[src/design/srls_pkg.sv]
// ----------------------------------------------------------------------------
// srls_pkg: shared types and constants
// Field widths, fixed-point constants and defaults for the stereo RMS
// level smoother.
// ----------------------------------------------------------------------------
package srls_pkg;

    localparam int SAMPLE_W   = 16;
    localparam int SUM_W      = 40;
    localparam int RMS_W      = 16;
    localparam int LEVEL_W    = 24;
    localparam int SENS_W     = 16;
    localparam int SENS_FRAC  = 12;
    localparam int DECAY_FRAC = 16;

    localparam int MAX_FRAMES_DEFAULT = 256;

    // 0.93 in Q0.16.
    localparam logic [DECAY_FRAC-1:0] DECAY_Q16 = 16'd60948;

    // 1.0 in Q4.12.
    localparam logic [SENS_W-1:0] SENS_RESET = 16'd4096;

    typedef logic signed [SAMPLE_W-1:0] sample_t;
    typedef logic [SUM_W-1:0]           sum_t;
    typedef logic [RMS_W-1:0]           rms_t;
    typedef logic [LEVEL_W-1:0]         level_t;
    typedef logic [SENS_W-1:0]          sens_t;

endpackage

[src/design/srls_if.sv]
// ----------------------------------------------------------------------------
// srls_if: stream interfaces
// Valid/ready channels for the frame input and the result output.
// ----------------------------------------------------------------------------
interface srls_in_if;
    logic              valid;
    logic              ready;
    srls_pkg::sample_t left_sample;
    srls_pkg::sample_t right_sample;
    logic              block_last;

    modport source (output valid, output left_sample, output right_sample,
                    output block_last, input ready);
    modport sink   (input valid, input left_sample, input right_sample,
                    input block_last, output ready);
endinterface

interface srls_out_if;
    logic             valid;
    logic             ready;
    srls_pkg::rms_t   block_rms;
    srls_pkg::level_t smoothed_level;

    modport source (output valid, output block_rms, output smoothed_level,
                    input ready);
    modport sink   (input valid, input block_rms, input smoothed_level,
                    output ready);
endinterface

[src/design/stereo_rms_level_smoother_unit.sv]
// ----------------------------------------------------------------------------
// stereo_rms_level_smoother_unit: block RMS meter with exponential smoothing
// Accumulates squared stereo samples per block, then computes the block RMS
// and the smoothed Q9.15 level with bit-serial arithmetic units.
// ----------------------------------------------------------------------------
// Each frame item is taken and then squared bit by bit by two 16-step
// shift-and-add squarings; the input is not ready again until both have
// finished. A frame that closes a block, either by block_last or by reaching
// MAX_FRAMES frames, then also needs a 40-step divide by twice the frame
// count, a 20-step square root and a 16-step multiply for the level update;
// the input stays not ready through these as well. The result item goes to
// an output register, so the next block can stream in while it waits to be
// taken; only the next block closure waits for that register to drain.
// The sensitivity register may be written at any time the block is idle.
// ----------------------------------------------------------------------------
module stereo_rms_level_smoother_unit #(
    parameter int MAX_FRAMES = srls_pkg::MAX_FRAMES_DEFAULT
) (
    input  logic              clk,
    input  logic              rst_n,
    srls_in_if.sink           frame_in,
    srls_out_if.source        result_out,
    input  logic              sens_we,
    input  srls_pkg::sens_t   sens_wdata
);
    // The frame counter must hold MAX_FRAMES itself; the divisor is twice it.
    localparam int CNT_W  = $clog2(MAX_FRAMES + 1);
    localparam int DIV_W  = CNT_W + 1;
    localparam int ROOT_W = srls_pkg::SUM_W / 2;

    localparam logic [2:0] S_IDLE  = 3'd0;
    localparam logic [2:0] S_ACC   = 3'd1;
    localparam logic [2:0] S_DIV   = 3'd2;
    localparam logic [2:0] S_SQRT  = 3'd3;
    localparam logic [2:0] S_SCALE = 3'd4;
    localparam logic [2:0] S_WAIT  = 3'd5;

    logic [2:0]        state_reg, state_next;
    logic [CNT_W-1:0]  count_reg, count_next;
    logic              last_reg, last_next;
    srls_pkg::sens_t   sens_reg;
    srls_pkg::level_t  level_reg, level_next;
    srls_pkg::rms_t    rms_reg, rms_next;
    logic              out_valid_reg, out_valid_next;
    srls_pkg::rms_t    out_rms_reg;
    srls_pkg::level_t  out_level_reg;

    logic              accept;
    logic [CNT_W-1:0]  count_inc;
    logic              out_free;
    logic              load_out;
    logic              acc_start;
    logic              acc_clear;
    logic              acc_done;
    srls_pkg::sum_t    acc_sum;

    logic              div_start;
    logic              div_done;
    logic              sqrt_start;
    logic              sqrt_done;
    logic              scale_start;
    logic              scale_done;

    srls_pkg::sum_t    quotient;
    logic [ROOT_W-1:0] root;
    srls_pkg::rms_t    rms_sat;
    srls_pkg::level_t  scale_level;

    assign frame_in.ready = (state_reg == S_IDLE);
    assign accept         = frame_in.valid && frame_in.ready;
    assign count_inc      = count_reg + 1'b1;
    assign out_free       = !out_valid_reg || result_out.ready;
    assign load_out       = (state_reg == S_WAIT) && out_free;

    // The root never exceeds 2^15 here, but the clamp keeps the field honest.
    // The level update takes the clamped root directly as the root finishes.
    assign rms_sat = (|root[ROOT_W-1:srls_pkg::RMS_W]) ? '1 : root[srls_pkg::RMS_W-1:0];

    // ------------------------------------------------------------------------
    // Block sequencer
    // ------------------------------------------------------------------------
    always_comb
    begin
        state_next     = state_reg;
        count_next     = count_reg;
        last_next      = last_reg;
        level_next     = level_reg;
        rms_next       = rms_reg;
        out_valid_next = out_valid_reg;
        acc_start      = 1'b0;
        acc_clear      = 1'b0;
        div_start      = 1'b0;
        sqrt_start     = 1'b0;
        scale_start    = 1'b0;

        if (result_out.valid && result_out.ready)
        begin
            out_valid_next = 1'b0;
        end

        unique case (state_reg)
            S_IDLE:
            begin
                if (accept)
                begin
                    acc_start  = 1'b1;
                    count_next = count_inc;
                    // A block that reaches its frame limit closes on that frame.
                    last_next  = frame_in.block_last || (count_inc >= CNT_W'(MAX_FRAMES));
                    state_next = S_ACC;
                end
            end
            S_ACC:
            begin
                if (acc_done)
                begin
                    if (last_reg)
                    begin
                        // The divider samples the sum and count on this edge,
                        // so the accumulator can be cleared at the same time.
                        div_start  = 1'b1;
                        acc_clear  = 1'b1;
                        count_next = '0;
                        state_next = S_DIV;
                    end
                    else
                    begin
                        state_next = S_IDLE;
                    end
                end
            end
            S_DIV:
            begin
                if (div_done)
                begin
                    sqrt_start = 1'b1;
                    state_next = S_SQRT;
                end
            end
            S_SQRT:
            begin
                if (sqrt_done)
                begin
                    scale_start = 1'b1;
                    rms_next    = rms_sat;
                    state_next  = S_SCALE;
                end
            end
            S_SCALE:
            begin
                if (scale_done)
                begin
                    state_next = S_WAIT;
                end
            end
            S_WAIT:
            begin
                // Hold the finished result until the output register is free.
                if (out_free)
                begin
                    level_next     = scale_level;
                    out_valid_next = 1'b1;
                    state_next     = S_IDLE;
                end
            end
            default:
            begin
                state_next = S_IDLE;
            end
        endcase
    end

    always_ff @(posedge clk or negedge rst_n)
    begin
        if (!rst_n)
        begin
            state_reg     <= S_IDLE;
            count_reg     <= '0;
            last_reg      <= 1'b0;
            level_reg     <= '0;
            out_valid_reg <= 1'b0;
            sens_reg      <= srls_pkg::SENS_RESET;
        end
        else
        begin
            state_reg     <= state_next;
            count_reg     <= count_next;
            last_reg      <= last_next;
            level_reg     <= level_next;
            out_valid_reg <= out_valid_next;
            if (sens_we)
            begin
                sens_reg <= sens_wdata;
            end
        end
    end

    always_ff @(posedge clk)
    begin
        rms_reg <= rms_next;
        if (load_out)
        begin
            out_rms_reg   <= rms_reg;
            out_level_reg <= scale_level;
        end
    end

    assign result_out.valid          = out_valid_reg;
    assign result_out.block_rms      = out_rms_reg;
    assign result_out.smoothed_level = out_level_reg;

    // ------------------------------------------------------------------------
    // Serial arithmetic units
    // ------------------------------------------------------------------------
    srls_accum u_accum (
        .clk          (clk),
        .rst_n        (rst_n),
        .start        (acc_start),
        .clear        (acc_clear),
        .left_sample  (frame_in.left_sample),
        .right_sample (frame_in.right_sample),
        .done         (acc_done),
        .sum          (acc_sum)
    );

    srls_div #(
        .N_W (srls_pkg::SUM_W),
        .D_W (DIV_W)
    ) u_div (
        .clk      (clk),
        .rst_n    (rst_n),
        .start    (div_start),
        .dividend (acc_sum),
        .divisor  ({count_reg, 1'b0}),
        .done     (div_done),
        .quotient (quotient)
    );

    srls_sqrt #(
        .RAD_W (srls_pkg::SUM_W)
    ) u_sqrt (
        .clk      (clk),
        .rst_n    (rst_n),
        .start    (sqrt_start),
        .radicand (quotient),
        .done     (sqrt_done),
        .root     (root)
    );

    srls_scale u_scale (
        .clk         (clk),
        .rst_n       (rst_n),
        .start       (scale_start),
        .level       (level_reg),
        .sensitivity (sens_reg),
        .rms         (rms_sat),
        .done        (scale_done),
        .level_next  (scale_level)
    );

    // ------------------------------------------------------------------------
    // Assertions
    // ------------------------------------------------------------------------
    // An accepted frame always starts the accumulator in the next cycle.
    a_accept_to_acc: assert property (@(posedge clk) disable iff (!rst_n)
        accept |=> (state_reg == S_ACC))
        else $error("accepted frame did not start accumulation");

    // Between frames the count stays below the block limit.
    a_count_bound: assert property (@(posedge clk) disable iff (!rst_n)
        (state_reg == S_IDLE) |-> (count_reg < CNT_W'(MAX_FRAMES)))
        else $error("frame count reached the block limit while idle");

    // The smoothed level changes only when a result is committed.
    a_level_hold: assert property (@(posedge clk) disable iff (!rst_n)
        !load_out |=> $stable(level_reg))
        else $error("level changed outside a result commit");

    // A new result appears only after the update finished.
    a_out_rise: assert property (@(posedge clk) disable iff (!rst_n)
        $rose(out_valid_reg) |-> ($past(state_reg) == S_WAIT))
        else $error("result raised outside the commit state");

    // The mean square of signed Q1.15 samples bounds the RMS at 2^15.
    a_rms_range: assert property (@(posedge clk) disable iff (!rst_n)
        result_out.valid |-> (result_out.block_rms <= 16'd32768))
        else $error("block RMS out of range");

endmodule

[src/design/srls_accum.sv]
// ----------------------------------------------------------------------------
// srls_accum: serial square accumulator
// Squares both samples of a frame by shift-and-add, one multiplier bit per
// cycle, and adds each partial product into the saturating block sum.
// ----------------------------------------------------------------------------
module srls_accum (
    input  logic                    clk,
    input  logic                    rst_n,
    input  logic                    start,
    input  logic                    clear,
    input  srls_pkg::sample_t       left_sample,
    input  srls_pkg::sample_t       right_sample,
    output logic                    done,
    output srls_pkg::sum_t          sum
);
    localparam int SW     = srls_pkg::SAMPLE_W;
    localparam int PROD_W = 2 * SW;
    localparam int STEP_W = $clog2(SW);

    logic              busy_reg, busy_next;
    logic              phase_reg, phase_next;
    logic              done_reg, done_next;
    logic [STEP_W-1:0] step_reg, step_next;
    logic [PROD_W-1:0] mcand_reg, mcand_next;
    logic [SW-1:0]     mplier_reg, mplier_next;
    logic [SW-1:0]     second_reg, second_next;
    srls_pkg::sum_t    sum_reg, sum_next;

    logic [SW-1:0]                left_mag;
    logic [SW-1:0]                right_mag;
    logic [srls_pkg::SUM_W:0]     sum_add;

    // A full-scale negative sample has magnitude 2^15, which still fits.
    assign left_mag  = left_sample[SW-1]  ? (~$unsigned(left_sample) + 1'b1)
                                          : $unsigned(left_sample);
    assign right_mag = right_sample[SW-1] ? (~$unsigned(right_sample) + 1'b1)
                                          : $unsigned(right_sample);

    assign sum_add = {1'b0, sum_reg}
                   + {{(srls_pkg::SUM_W - PROD_W + 1){1'b0}}, mcand_reg};

    always_comb
    begin
        busy_next   = busy_reg;
        phase_next  = phase_reg;
        done_next   = 1'b0;
        step_next   = step_reg;
        mcand_next  = mcand_reg;
        mplier_next = mplier_reg;
        second_next = second_reg;
        sum_next    = sum_reg;

        if (clear)
        begin
            sum_next = '0;
        end

        if (start)
        begin
            busy_next   = 1'b1;
            phase_next  = 1'b0;
            step_next   = '0;
            mcand_next  = {{(PROD_W - SW){1'b0}}, left_mag};
            mplier_next = left_mag;
            second_next = right_mag;
        end
        else if (busy_reg)
        begin
            // Saturation per partial product equals saturation per sample,
            // since every addend is non-negative.
            if (mplier_reg[0])
            begin
                sum_next = sum_add[srls_pkg::SUM_W] ? '1
                                                    : sum_add[srls_pkg::SUM_W-1:0];
            end
            mcand_next  = {mcand_reg[PROD_W-2:0], 1'b0};
            mplier_next = {1'b0, mplier_reg[SW-1:1]};
            step_next   = step_reg + 1'b1;
            if (step_reg == STEP_W'(SW - 1))
            begin
                step_next = '0;
                if (!phase_reg)
                begin
                    phase_next  = 1'b1;
                    mcand_next  = {{(PROD_W - SW){1'b0}}, second_reg};
                    mplier_next = second_reg;
                end
                else
                begin
                    busy_next = 1'b0;
                    done_next = 1'b1;
                end
            end
        end
    end

    always_ff @(posedge clk or negedge rst_n)
    begin
        if (!rst_n)
        begin
            busy_reg  <= 1'b0;
            phase_reg <= 1'b0;
            done_reg  <= 1'b0;
            step_reg  <= '0;
            sum_reg   <= '0;
        end
        else
        begin
            busy_reg  <= busy_next;
            phase_reg <= phase_next;
            done_reg  <= done_next;
            step_reg  <= step_next;
            sum_reg   <= sum_next;
        end
    end

    always_ff @(posedge clk)
    begin
        mcand_reg  <= mcand_next;
        mplier_reg <= mplier_next;
        second_reg <= second_next;
    end

    assign done = done_reg;
    assign sum  = sum_reg;

endmodule

[src/design/srls_div.sv]
// ----------------------------------------------------------------------------
// srls_div: serial restoring divider
// Produces one quotient bit per cycle, most significant first.
// ----------------------------------------------------------------------------
module srls_div #(
    parameter int N_W = 40,
    parameter int D_W = 14
) (
    input  logic             clk,
    input  logic             rst_n,
    input  logic             start,
    input  logic [N_W-1:0]   dividend,
    input  logic [D_W-1:0]   divisor,
    output logic             done,
    output logic [N_W-1:0]   quotient
);
    localparam int STEP_W = $clog2(N_W);

    logic              busy_reg, busy_next;
    logic              done_reg, done_next;
    logic [STEP_W-1:0] step_reg, step_next;
    logic [N_W-1:0]    quo_reg, quo_next;
    logic [D_W-1:0]    rem_reg, rem_next;
    logic [D_W-1:0]    div_reg, div_next;

    logic [D_W:0]      shifted;
    logic [D_W:0]      diff;

    assign shifted = {rem_reg, quo_reg[N_W-1]};
    assign diff    = shifted - {1'b0, div_reg};

    always_comb
    begin
        busy_next = busy_reg;
        done_next = 1'b0;
        step_next = step_reg;
        quo_next  = quo_reg;
        rem_next  = rem_reg;
        div_next  = div_reg;

        if (start)
        begin
            busy_next = 1'b1;
            step_next = '0;
            quo_next  = dividend;
            rem_next  = '0;
            div_next  = divisor;
        end
        else if (busy_reg)
        begin
            // The partial remainder stays below the divisor, so D_W bits hold it.
            if (shifted >= {1'b0, div_reg})
            begin
                rem_next = diff[D_W-1:0];
                quo_next = {quo_reg[N_W-2:0], 1'b1};
            end
            else
            begin
                rem_next = shifted[D_W-1:0];
                quo_next = {quo_reg[N_W-2:0], 1'b0};
            end
            step_next = step_reg + 1'b1;
            if (step_reg == STEP_W'(N_W - 1))
            begin
                busy_next = 1'b0;
                done_next = 1'b1;
            end
        end
    end

    always_ff @(posedge clk or negedge rst_n)
    begin
        if (!rst_n)
        begin
            busy_reg <= 1'b0;
            done_reg <= 1'b0;
            step_reg <= '0;
        end
        else
        begin
            busy_reg <= busy_next;
            done_reg <= done_next;
            step_reg <= step_next;
        end
    end

    always_ff @(posedge clk)
    begin
        quo_reg <= quo_next;
        rem_reg <= rem_next;
        div_reg <= div_next;
    end

    assign done     = done_reg;
    assign quotient = quo_reg;

endmodule

[src/design/srls_sqrt.sv]
// ----------------------------------------------------------------------------
// srls_sqrt: serial integer square root
// Restoring digit-by-digit root, two radicand bits and one root bit a cycle.
// ----------------------------------------------------------------------------
module srls_sqrt #(
    parameter int RAD_W = 40
) (
    input  logic                 clk,
    input  logic                 rst_n,
    input  logic                 start,
    input  logic [RAD_W-1:0]     radicand,
    output logic                 done,
    output logic [RAD_W/2-1:0]   root
);
    localparam int ROOT_W = RAD_W / 2;
    localparam int REM_W  = ROOT_W + 1;
    localparam int CMP_W  = ROOT_W + 3;
    localparam int STEP_W = $clog2(ROOT_W);

    logic              busy_reg, busy_next;
    logic              done_reg, done_next;
    logic [STEP_W-1:0] step_reg, step_next;
    logic [RAD_W-1:0]  rad_reg, rad_next;
    logic [REM_W-1:0]  rem_reg, rem_next;
    logic [ROOT_W-1:0] root_reg, root_next;

    logic [CMP_W-1:0]  rem_sh;
    logic [CMP_W-1:0]  trial;
    logic [CMP_W-1:0]  diff;

    assign rem_sh = {rem_reg, rad_reg[RAD_W-1:RAD_W-2]};
    assign trial  = {1'b0, root_reg, 2'b01};
    assign diff   = rem_sh - trial;

    always_comb
    begin
        busy_next = busy_reg;
        done_next = 1'b0;
        step_next = step_reg;
        rad_next  = rad_reg;
        rem_next  = rem_reg;
        root_next = root_reg;

        if (start)
        begin
            busy_next = 1'b1;
            step_next = '0;
            rad_next  = radicand;
            rem_next  = '0;
            root_next = '0;
        end
        else if (busy_reg)
        begin
            rad_next = {rad_reg[RAD_W-3:0], 2'b00};
            // The remainder never exceeds twice the root, so REM_W bits hold it.
            if (rem_sh >= trial)
            begin
                rem_next  = diff[REM_W-1:0];
                root_next = {root_reg[ROOT_W-2:0], 1'b1};
            end
            else
            begin
                rem_next  = rem_sh[REM_W-1:0];
                root_next = {root_reg[ROOT_W-2:0], 1'b0};
            end
            step_next = step_reg + 1'b1;
            if (step_reg == STEP_W'(ROOT_W - 1))
            begin
                busy_next = 1'b0;
                done_next = 1'b1;
            end
        end
    end

    always_ff @(posedge clk or negedge rst_n)
    begin
        if (!rst_n)
        begin
            busy_reg <= 1'b0;
            done_reg <= 1'b0;
            step_reg <= '0;
        end
        else
        begin
            busy_reg <= busy_next;
            done_reg <= done_next;
            step_reg <= step_next;
        end
    end

    always_ff @(posedge clk)
    begin
        rad_reg  <= rad_next;
        rem_reg  <= rem_next;
        root_reg <= root_next;
    end

    assign done = done_reg;
    assign root = root_reg;

endmodule

[src/design/srls_scale.sv]
// ----------------------------------------------------------------------------
// srls_scale: serial level update
// Forms level*0.93 and sensitivity*rms by shift-and-add, one bit a cycle,
// then sums and saturates them into the new Q9.15 level.
// ----------------------------------------------------------------------------
module srls_scale (
    input  logic                 clk,
    input  logic                 rst_n,
    input  logic                 start,
    input  srls_pkg::level_t     level,
    input  srls_pkg::sens_t      sensitivity,
    input  srls_pkg::rms_t       rms,
    output logic                 done,
    output srls_pkg::level_t     level_next
);
    localparam int LW     = srls_pkg::LEVEL_W;
    localparam int DW     = srls_pkg::DECAY_FRAC;
    localparam int SW     = srls_pkg::SENS_W;
    localparam int RW     = srls_pkg::RMS_W;
    localparam int PD_W   = LW + DW;
    localparam int PG_W   = SW + RW;
    localparam int GAIN_W = PG_W - srls_pkg::SENS_FRAC;
    localparam int STEP_W = $clog2(DW);

    logic              busy_reg, busy_next;
    logic              done_reg, done_next;
    logic [STEP_W-1:0] step_reg, step_next;
    logic [PD_W-1:0]   lvl_sh_reg, lvl_sh_next;
    logic [PG_W-1:0]   sens_sh_reg, sens_sh_next;
    logic [DW-1:0]     dec_bits_reg, dec_bits_next;
    logic [RW-1:0]     rms_bits_reg, rms_bits_next;
    logic [PD_W-1:0]   pd_reg, pd_next;
    logic [PG_W-1:0]   pg_reg, pg_next;

    logic [LW:0]       total;

    always_comb
    begin
        busy_next     = busy_reg;
        done_next     = 1'b0;
        step_next     = step_reg;
        lvl_sh_next   = lvl_sh_reg;
        sens_sh_next  = sens_sh_reg;
        dec_bits_next = dec_bits_reg;
        rms_bits_next = rms_bits_reg;
        pd_next       = pd_reg;
        pg_next       = pg_reg;

        if (start)
        begin
            busy_next     = 1'b1;
            step_next     = '0;
            lvl_sh_next   = {{DW{1'b0}}, level};
            sens_sh_next  = {{RW{1'b0}}, sensitivity};
            dec_bits_next = srls_pkg::DECAY_Q16;
            rms_bits_next = rms;
            pd_next       = '0;
            pg_next       = '0;
        end
        else if (busy_reg)
        begin
            if (dec_bits_reg[0])
            begin
                pd_next = pd_reg + lvl_sh_reg;
            end
            if (rms_bits_reg[0])
            begin
                pg_next = pg_reg + sens_sh_reg;
            end
            lvl_sh_next   = {lvl_sh_reg[PD_W-2:0], 1'b0};
            sens_sh_next  = {sens_sh_reg[PG_W-2:0], 1'b0};
            dec_bits_next = {1'b0, dec_bits_reg[DW-1:1]};
            rms_bits_next = {1'b0, rms_bits_reg[RW-1:1]};
            step_next     = step_reg + 1'b1;
            if (step_reg == STEP_W'(DW - 1))
            begin
                busy_next = 1'b0;
                done_next = 1'b1;
            end
        end
    end

    always_ff @(posedge clk or negedge rst_n)
    begin
        if (!rst_n)
        begin
            busy_reg <= 1'b0;
            done_reg <= 1'b0;
            step_reg <= '0;
        end
        else
        begin
            busy_reg <= busy_next;
            done_reg <= done_next;
            step_reg <= step_next;
        end
    end

    always_ff @(posedge clk)
    begin
        lvl_sh_reg   <= lvl_sh_next;
        sens_sh_reg  <= sens_sh_next;
        dec_bits_reg <= dec_bits_next;
        rms_bits_reg <= rms_bits_next;
        pd_reg       <= pd_next;
        pg_reg       <= pg_next;
    end

    assign total = {1'b0, pd_reg[PD_W-1:DW]}
                 + {{(LW + 1 - GAIN_W){1'b0}}, pg_reg[PG_W-1:srls_pkg::SENS_FRAC]};

    assign done       = done_reg;
    assign level_next = total[LW] ? '1 : total[LW-1:0];

endmodule

[src/flat_wrapper.sv]
// flat-port wrapper written by rule: the top's interface ports become plain ports
module stereo_rms_level_smoother_unit_flat 
#(
    parameter int MAX_FRAMES = srls_pkg::MAX_FRAMES_DEFAULT
)
  (clk, rst_n, sens_we, sens_wdata, frame_in_valid, frame_in_left_sample, frame_in_right_sample, frame_in_block_last, frame_in_ready, result_out_valid, result_out_block_rms, result_out_smoothed_level, result_out_ready);
  srls_in_if frame_in_i ();
  srls_out_if result_out_i ();
  input  logic clk;
  input  logic rst_n;
  input  logic sens_we;
  input  srls_pkg::sens_t sens_wdata;
  input wire logic [$bits(frame_in_i.valid)-1:0] frame_in_valid;
  input wire logic [$bits(frame_in_i.left_sample)-1:0] frame_in_left_sample;
  input wire logic [$bits(frame_in_i.right_sample)-1:0] frame_in_right_sample;
  input wire logic [$bits(frame_in_i.block_last)-1:0] frame_in_block_last;
  output wire logic [$bits(frame_in_i.ready)-1:0] frame_in_ready;
  output wire logic [$bits(result_out_i.valid)-1:0] result_out_valid;
  output wire logic [$bits(result_out_i.block_rms)-1:0] result_out_block_rms;
  output wire logic [$bits(result_out_i.smoothed_level)-1:0] result_out_smoothed_level;
  input wire logic [$bits(result_out_i.ready)-1:0] result_out_ready;
  assign frame_in_i.valid = frame_in_valid;
  assign frame_in_i.left_sample = frame_in_left_sample;
  assign frame_in_i.right_sample = frame_in_right_sample;
  assign frame_in_i.block_last = frame_in_block_last;
  assign frame_in_ready = frame_in_i.ready;
  assign result_out_valid = result_out_i.valid;
  assign result_out_block_rms = result_out_i.block_rms;
  assign result_out_smoothed_level = result_out_i.smoothed_level;
  assign result_out_i.ready = result_out_ready;
  stereo_rms_level_smoother_unit #(.MAX_FRAMES(MAX_FRAMES)) u_core (.clk(clk), .rst_n(rst_n), .frame_in(frame_in_i), .result_out(result_out_i), .sens_we(sens_we), .sens_wdata(sens_wdata));
endmodule
[config.mk]
export PLATFORM = sky130hd
export DESIGN_NAME = stereo_rms_level_smoother_unit_flat
export DESIGN_NICKNAME = d
export VERILOG_FILES = /design/src/design/srls_pkg.sv /design/src/design/srls_if.sv /design/src/design/stereo_rms_level_smoother_unit.sv /design/src/design/srls_accum.sv /design/src/design/srls_div.sv /design/src/design/srls_sqrt.sv /design/src/design/srls_scale.sv /design/src/flat_wrapper.sv
export SDC_FILE = /design/constraint.sdc
export NUM_CORES = 1
export LEC_CHECK = 0
export BUFFER_PORTS_ARGS = -buffer_cell sky130_fd_sc_hd__buf_2
export CAP_MARGIN = 20
export CORE_ASPECT_RATIO = 1.2
export CORE_MARGIN = 2
export CORE_UTILIZATION = 40
export DETAILED_ROUTE_END_ITERATION = 10
export PLACE_DENSITY = 0.66
export SLEW_MARGIN = 40
export SYNTH_ARGS = -nofsm -noshare
export SYNTH_HDL_FRONTEND = slang
export SYNTH_SLANG_ARGS = --single-unit
[constraint.sdc]
create_clock -name clk -period 6.5 [get_ports clk]
set_input_delay 0.975 -clock clk [delete_from_list [all_inputs] [get_ports clk]]
set_output_delay 0.975 -clock clk [all_outputs]
set_load 0.005 [all_outputs]
==> results of run 1 <==
[stage by stage]
step                      cells  hold WS (ns)  area [um2]  power (uW)
after floorplan            3146         0.400       29400        6660
after global placement     4056         0.403       30700        7210
after detailed placement   4057         0.405       30700        7260
after CTS                  4171         0.335       32700       10700
after global routing       4171         0.348       32700       11200
final                      4171         0.331       32700       10600
[cells in the final DEF (no fill, tap or decap), drive strengths merged, types with 9 or more instances in the layout]
cell type  netlist  final
nand2          653    653
a22o            19     19
xnor2          104    104
buf             21    119
or3             18     18
o21a            23     23
o31ai           13     13
o21bai          23     23
a21oi          317    317
nand2b          23     23
clkinv           0     21
a21o            65     65
edfxtp         249    249
nor2           243    243
dfxtp          187    187
nand4           31     31
a31oi           54     54
nor3            27     27
and3            20     20
inv             93     97
clkbuf         122     82
dfrtp          121    121
nand3           63     63
o21ai          156    156
nor2b           29     29
ha             160    160
a211oi          19     19
and2            16     16
mux2            30     30
xor2            58     58
o31a             9      9
mux2i           80     80
nor4            11     11
[final cells by class]
cell class / instances / area [um2]
clock buffer: 82 / 1630
clock inverter: 32 / 310
fill: 6926 / 39900
inverter: 93 / 357
multi-input combinational: 2352 / 14300
sequential: 558 / 14300
tap: 935 / 1170
timing repair buffer: 119 / 678
[cell families after synthesis]
| kind of cell | Yosys count |
|---|---|
| buffers and inverters | 236 |
| and+or+nand+nor | 1161 |
| adders and majority gates | 165 |
| AOI/OAI and AO/OA | 753 |
| muxes | 111 |
| xor gates and xnor gates | 162 |
| DFF | 558 |
[cell usage after synthesis, types with 13 or more instances]
cell / count
nor2b_1: 29
a21o_1: 64
xnor2_1: 104
clkbuf_1: 121
nand2_1: 653
ha_1: 160
nor2_1: 242
nand3_1: 62
inv_1: 91
dfxtp_1: 187
a22o_1: 19
mux2_2: 30
mux2i_1: 80
buf_1: 17
nor3_1: 27
o21a_1: 23
nand4_1: 31
and2_1: 16
o21bai_1: 23
xor2_1: 58
a21oi_1: 314
a211oi_1: 19
a31oi_1: 54
or3_1: 18
nand2b_1: 23
dfrtp_1: 121
and3_1: 20
edfxtp_1: 249
o21ai_0: 151
o31ai_1: 13
[report_power, final]
group / internal [uW] / switching, uW / total [uW]
Sequential: 4200 / 347 / 4550
Combinational: 1160 / 1490 / 2650
Clock: 1930 / 1440 / 3370
[how the worst min path moves through the flow]
| stage | start | cells past startpoint | to | slack [ns] |
|---|---|---|---|---|
| floorplan | u_core.rms_reg[0] | 0 | u_core.result_out.block_rms[0] | 0.40 |
| global placement | u_core.rms_reg[5] | 0 | u_core.result_out.block_rms[5] | 0.40 |
| detailed placement | u_core.rms_reg[10] | 0 | u_core.result_out.block_rms[10] | 0.40 |
| CTS | rst_n | 1 | u_core.level_reg[14] | 0.33 |
| global route | rst_n | 1 | u_core.level_reg[14] | 0.35 |
| finish | rst_n | 1 | u_core.level_reg[5] | 0.33 |
[metal layers]
layer / share of wire / GRT usage
met4: 0.024 / 0.0497
met3: 0.032 / 0.0224
met5: 0 / 0
met2: 0.50 / 0.302
met1: 0.45 / 0.208
==> reports/qor.txt, run 1 <==
DR iter-0 viols -> 1033
Ys flop type -> edfxtp_1
Worst setup path category -> reg2reg
Cells after Synth -> 3146
Vias per cell -> 5.25
Synth top area share -> 0.255
Worst slew pin tran -> 0.760 ns
Largest cells by area after synthesis -> edfxtp_1 25%, dfxtp_1 13%, dfrtp_1 10%
Startpoint types -> flip-flop
CTS Buf Count -> 60
Via count -> 21.9k
#FFs+latches synth -> 558
Global-route wire length before repair -> 106000 um
Routability cong. -> 0.855
Mapped cell area -> 29400 um2
Synth Net Count -> 3365
Crit. End Element -> flip-flop
VDD IR max -> 0.237 mV
Die extent in x -> 251 um
Placeable Area -> 72600 um2
Full die area -> 75600 um2
Post-synthesis mux area share -> 0.0395
GR Overflow Total -> 0
Hold Violations, Final -> 0
Min Tclk post-route -> 3.87 ns
Worst r2r dst -> u_core.u_scale.pd_reg[38]
Drt pass-1 iters -> 5
Path length in cells of the critical path -> 14
Clock Path Buffers -> 3
Buf/Inv on CP -> 1
Post-Synth Simple-Gate Area -> 0.169
Ys async rst share -> 0.219
Slew Limit Fails -> 0
Root Driver -> clkbuf_16
Yosys top cell by area -> edfxtp_1
Worst Reg-to-Reg Cells -> 14
CTS clk-pin slew, worst paths -> 0.06 ns
Final TNS setup -> 0 ns
Final Skew -> 0.0232 ns
Pin count of the biggest net entering global routing -> 76
# Post-CTS Setup Buffers -> 0
Synth Area in Compound Gates -> 0.155
Initial antenna violation count -> 0
Vias in the first global route -> 21.3k
Period utilization -> 0.596
Worst Path Required -> 7.06 ns
Endpoints failing setup -> 0
Worst setup startpoint -> u_core.u_scale.lvl_sh_reg[0]
# hold bufs at CTS -> 0
Flop2flop setup slack -> 2.63 ns
MaxCap Viol Count -> 0
Post-synth EDFFs -> 249
Outcome -> complete, no violations
Most used cell, CP -> a21oi_1
HP Class -> in2async
Fmax -> 0.258 GHz
Relative slew slack -> 0.493
DP Worst Slack -> 2.71 ns
I/O Pins -> 96
PwrDens -> 324 nW/um2
Initial core utilization -> 0.405
Detail Route Antenna Nets -> 0
Post-synthesis sequential area ratio -> 0.486
Antenna Cells -> 0
Clock latency on the worst-skew pair -> 0.64 ns
Layout cell share with drive strength beyond 1 -> 0.0887
H-tree Lvls -> 2
# port buffers -> 95
Final Util -> 0.450
Post-route DRC -> 0
P_leak -> 0.0137 uW
Setup ws final -> 2.63 ns
Synth Area in XOR/XNOR -> 0.0483
Yosys Warn Count -> 0
Worst path slowest cell -> o41ai_2
Crit path to -> u_core.u_scale.pd_reg[38]
Final nets -> 3403
Gr usage total -> 0.167
Reg2reg start -> u_core.u_scale.lvl_sh_reg[0]
Detailed Route WL -> 63800 um
Clock sinks -> 558
Rows -> 108
RSZ-0062 raised after global routing -> no
CTS tree -> yes
Adder-Cell Fraction of Synth Area -> 0.0716
HPWL after DPL -> 44300 um
Crit-path max cell delay -> 0.60 ns
Yosys cell types -> 80
Crit-path cells -> ha_1 -> inv_1 -> fa_1 -> nand2b_1 -> a21oi_1 -> o21ai_0 -> a21oi_1 -> a311oi_1 -> o41ai_2 -> a31oi_1 -> o31ai_1 -> xnor2_1 -> nand2_1 -> a21oi_1
Largest family of logic cells by synthesized area -> simple AND/OR/NAND/NOR gates
CP arrival -> 4.43 ns
Mapped Avg Cell Area -> 9.33 um2
CP max FO -> 4
Wire per inst -> 15.3 um
Post-CTS sizing -> 0
Die Height -> 301 um
Syn-to-layout area delta -> 11.3%
Delay-heaviest family, CP -> compound AO/OA/AOI/OAI gates
Power figures use the tool's default switching activity.
==> run 2, diff against run 1 <==
==> constraint.sdc (replaced) <==
create_clock -name clk -period 3.84 [get_ports clk]
set_input_delay 0.576 -clock clk [delete_from_list [all_inputs] [get_ports clk]]
set_output_delay 0.576 -clock clk [all_outputs]
set_load 0.005 [all_outputs]
==> run 2 against run 1 <==
  * Sequential power up 69%
  * Final cell count up 0.48%
  * Setup slack worse by 2.3 ns
  * Via count up 0.76%
  * First-iteration DRC count up 7.9%
  * Critical endpoint is now u_core.u_scale.pd_reg[36]
  * Largest power group unchanged
  * Highest routed layer unchanged
==> reports/qor.txt, run 2 (synthesis gave the netlist of run 1 again) <==
Outcome -> complete, no violations
Full die area -> 75600 um2 (unchanged)
Drt pass-1 iters -> 5 (unchanged)
Slew Limit Fails -> 0 (unchanged)
Post-DP Area -> 31000 um2 (+0.72%)
# hold bufs at CTS -> 1 (+1)
Hold path depth -> 2
Worst setup path category -> reg2reg
Layout cell share with drive strength beyond 1 -> 0.0937 (+0.00498)
P_leak -> 0.0139 uW (+1.3%)
Post-route DRC -> 0 (unchanged)
Final hold slack -> 0.163 ns (-0.168 ns)
Root Driver -> clkbuf_16
CTS tree -> yes
CTS Buf Count -> 58 (-3.3%)
CP arrival -> 4.06 ns (-0.37 ns)
Detail Route Antenna Nets -> 0 (unchanged)
Gr usage total -> 0.168 (+0.00116)
Relative slew slack -> 0.463 (-0.0307)
Commonest non-fill, non-tap cell in the layout -> nand2_1
Final nets -> 3425 (+0.65%)
Via count -> 22.1k (+0.76%)
Startpoint types -> flip-flop
Rows -> 108 (unchanged)
Switching power -> 5640 uW (+72%)
Detailed Route WL -> 64500 um (+1.1%)
Hold Violations, Final -> 0 (unchanged)
Vias in the first global route -> 21.5k (+1.3%)
Die extent in x -> 251 um (unchanged)
Final TNS setup -> 0 ns (unchanged)
Period utilization -> 0.910 (+0.315)
Internal Power -> 12500 uW (+72%)
VDD IR max -> 0.397 mV (+67%)
Placeable Area -> 72600 um2 (unchanged)
DR iter-0 viols -> 1115 (+7.9%)
HP Class -> in2reg
Final Skew -> 0.0248 ns (+0.00169 ns)
Most frequent cells in the layout -> 652 x nand2_1, 314 x a21oi_1, 249 x edfxtp_1
MaxCap Viol Count -> 0 (unchanged)
Antenna Cells -> 0 (unchanged)
# Post-CTS Setup Buffers -> 0 (unchanged)
Syn-to-layout area delta -> 12.3%
Min Tclk post-route -> 3.50 ns (-0.375 ns)
I/O Pins -> 96 (unchanged)
Pin count of the biggest net entering global routing -> 89 (+17%)
Vias per cell -> 5.27 (+0.28%)
Die Height -> 301 um (unchanged)
Switching fraction of total power -> 0.310 (-0.000392)
Worst slew pin tran -> 0.806 ns (+0.0461 ns)
PwrDens -> 551 nW/um2 (+70%)
Post-CTS sizing -> 0 (unchanged)
CP max FO -> 8 (+4)
# port buffers -> 95 (unchanged)
Routability cong. -> 0.889 (+4.0%)
GR Overflow Total -> 0 (unchanged)
Clock sinks -> 558 (unchanged)
RSZ-0062 raised after global routing -> no
Seq pwr share -> 0.423 (-0.007)
Fmax -> 0.286 GHz (+11%)
Clock Path Buffers -> 3 (unchanged)
HPWL after DPL -> 44600 um (+0.81%)
Endpoints failing setup -> 0 (unchanged)
Worst Reg-to-Reg Cells -> 13 (-1)
Clock latency on the worst-skew pair -> 0.64 ns (about the same)
Worst Path Required -> 4.41 ns (-2.65 ns)
H-tree Lvls -> 2 (unchanged)
Clock power frac -> 0.324 (+0.005)
CTS clk-pin slew, worst paths -> 0.07 ns (about the same)
Final instance area -> 33000 um2 (+0.90%)
Combinational share of power -> 0.253 (+0.002)
Wire per inst -> 15.4 um (+0.60%)
Initial antenna violation count -> 0 (unchanged)
Initial core utilization -> 0.405 (unchanged)
Crit. End Element -> flip-flop
Global-route wire length before repair -> 106000 um (+0.46%)
run 2: worst paths after layout:
path                       slack (ns)                          start                              end
max                              0.34  u_core.u_scale.lvl_sh_reg[11]        u_core.u_scale.pd_reg[36]
min                              0.16                  sens_wdata[0]               u_core.sens_reg[0]
max reg2reg                      0.34  u_core.u_scale.lvl_sh_reg[11]        u_core.u_scale.pd_reg[36]
min reg2reg                      0.42             u_core.rms_reg[14]  u_core.result_out.block_rms[14]
max in group asynchronous        2.45                          rst_n           u_core.u_accum.sum[19]
min in group asynchronous        0.40                          rst_n             u_core.level_reg[10]
run 2: final cells by class:
| class | count | area [um2] |
|---|---|---|
| fill | 6920 | 39600 |
| sequential | 558 | 14300 |
| timing repair buffer | 143 | 937 |
| multi-input combinational | 2352 | 14200 |
| tap | 935 | 1170 |
| clock inverter | 33 | 368 |
| clock buffer | 77 | 1640 |
| inverter | 93 | 354 |
run 2: through the flow:
step | instances | worst slack [ns] | power (uW) | util
detailed placement | 4080 | 0.389 | 12400 | 0.427
finish | 4191 | 0.344 | 18200 | 0.454
floorplan | 3146 | 0.728 | 11300 | -
global placement | 4077 | 0.451 | 12300 | 0.426
CTS | 4191 | 0.367 | 18300 | 0.454
global route | 4191 | 0.0788 | 19300 | 0.454
run 2: worst max-delay path: stages, from the launching register on:
cell and delay, ns:
edfxtp_1 0.41, ha_1 0.40, a22oi_1 0.28, nand2_1 0.09
nor4_1 0.24, a21oi_1 0.15, a311oi_1 0.64, o41ai_2 0.15
buf_4 0.18, a311oi_1 0.35, o21bai_1 0.15, xor2_1 0.15
nand2_1 0.07, a21oi_1 0.15
run 2: layer usage:
metal	share of wire	vias to the layer above	GRT usage
met4	0.030	0	0.0614
li1	-	11224	-
met5	0	-	0
met3	0.030	106	0.0195
met2	0.50	342	0.305
met1	0.44	10402	0.206
run 2: power groups by stage:
stage | Clock, uW | Sequential [uW] | Combinational [uW]
finish | 5880 | 7690 | 4600
global route | 6240 | 7790 | 5220
CTS | 6040 | 7690 | 4610
detailed placement | 0 | 7800 | 4590
global placement | 0 | 7780 | 4530
floorplan | 0 | 7580 | 3690
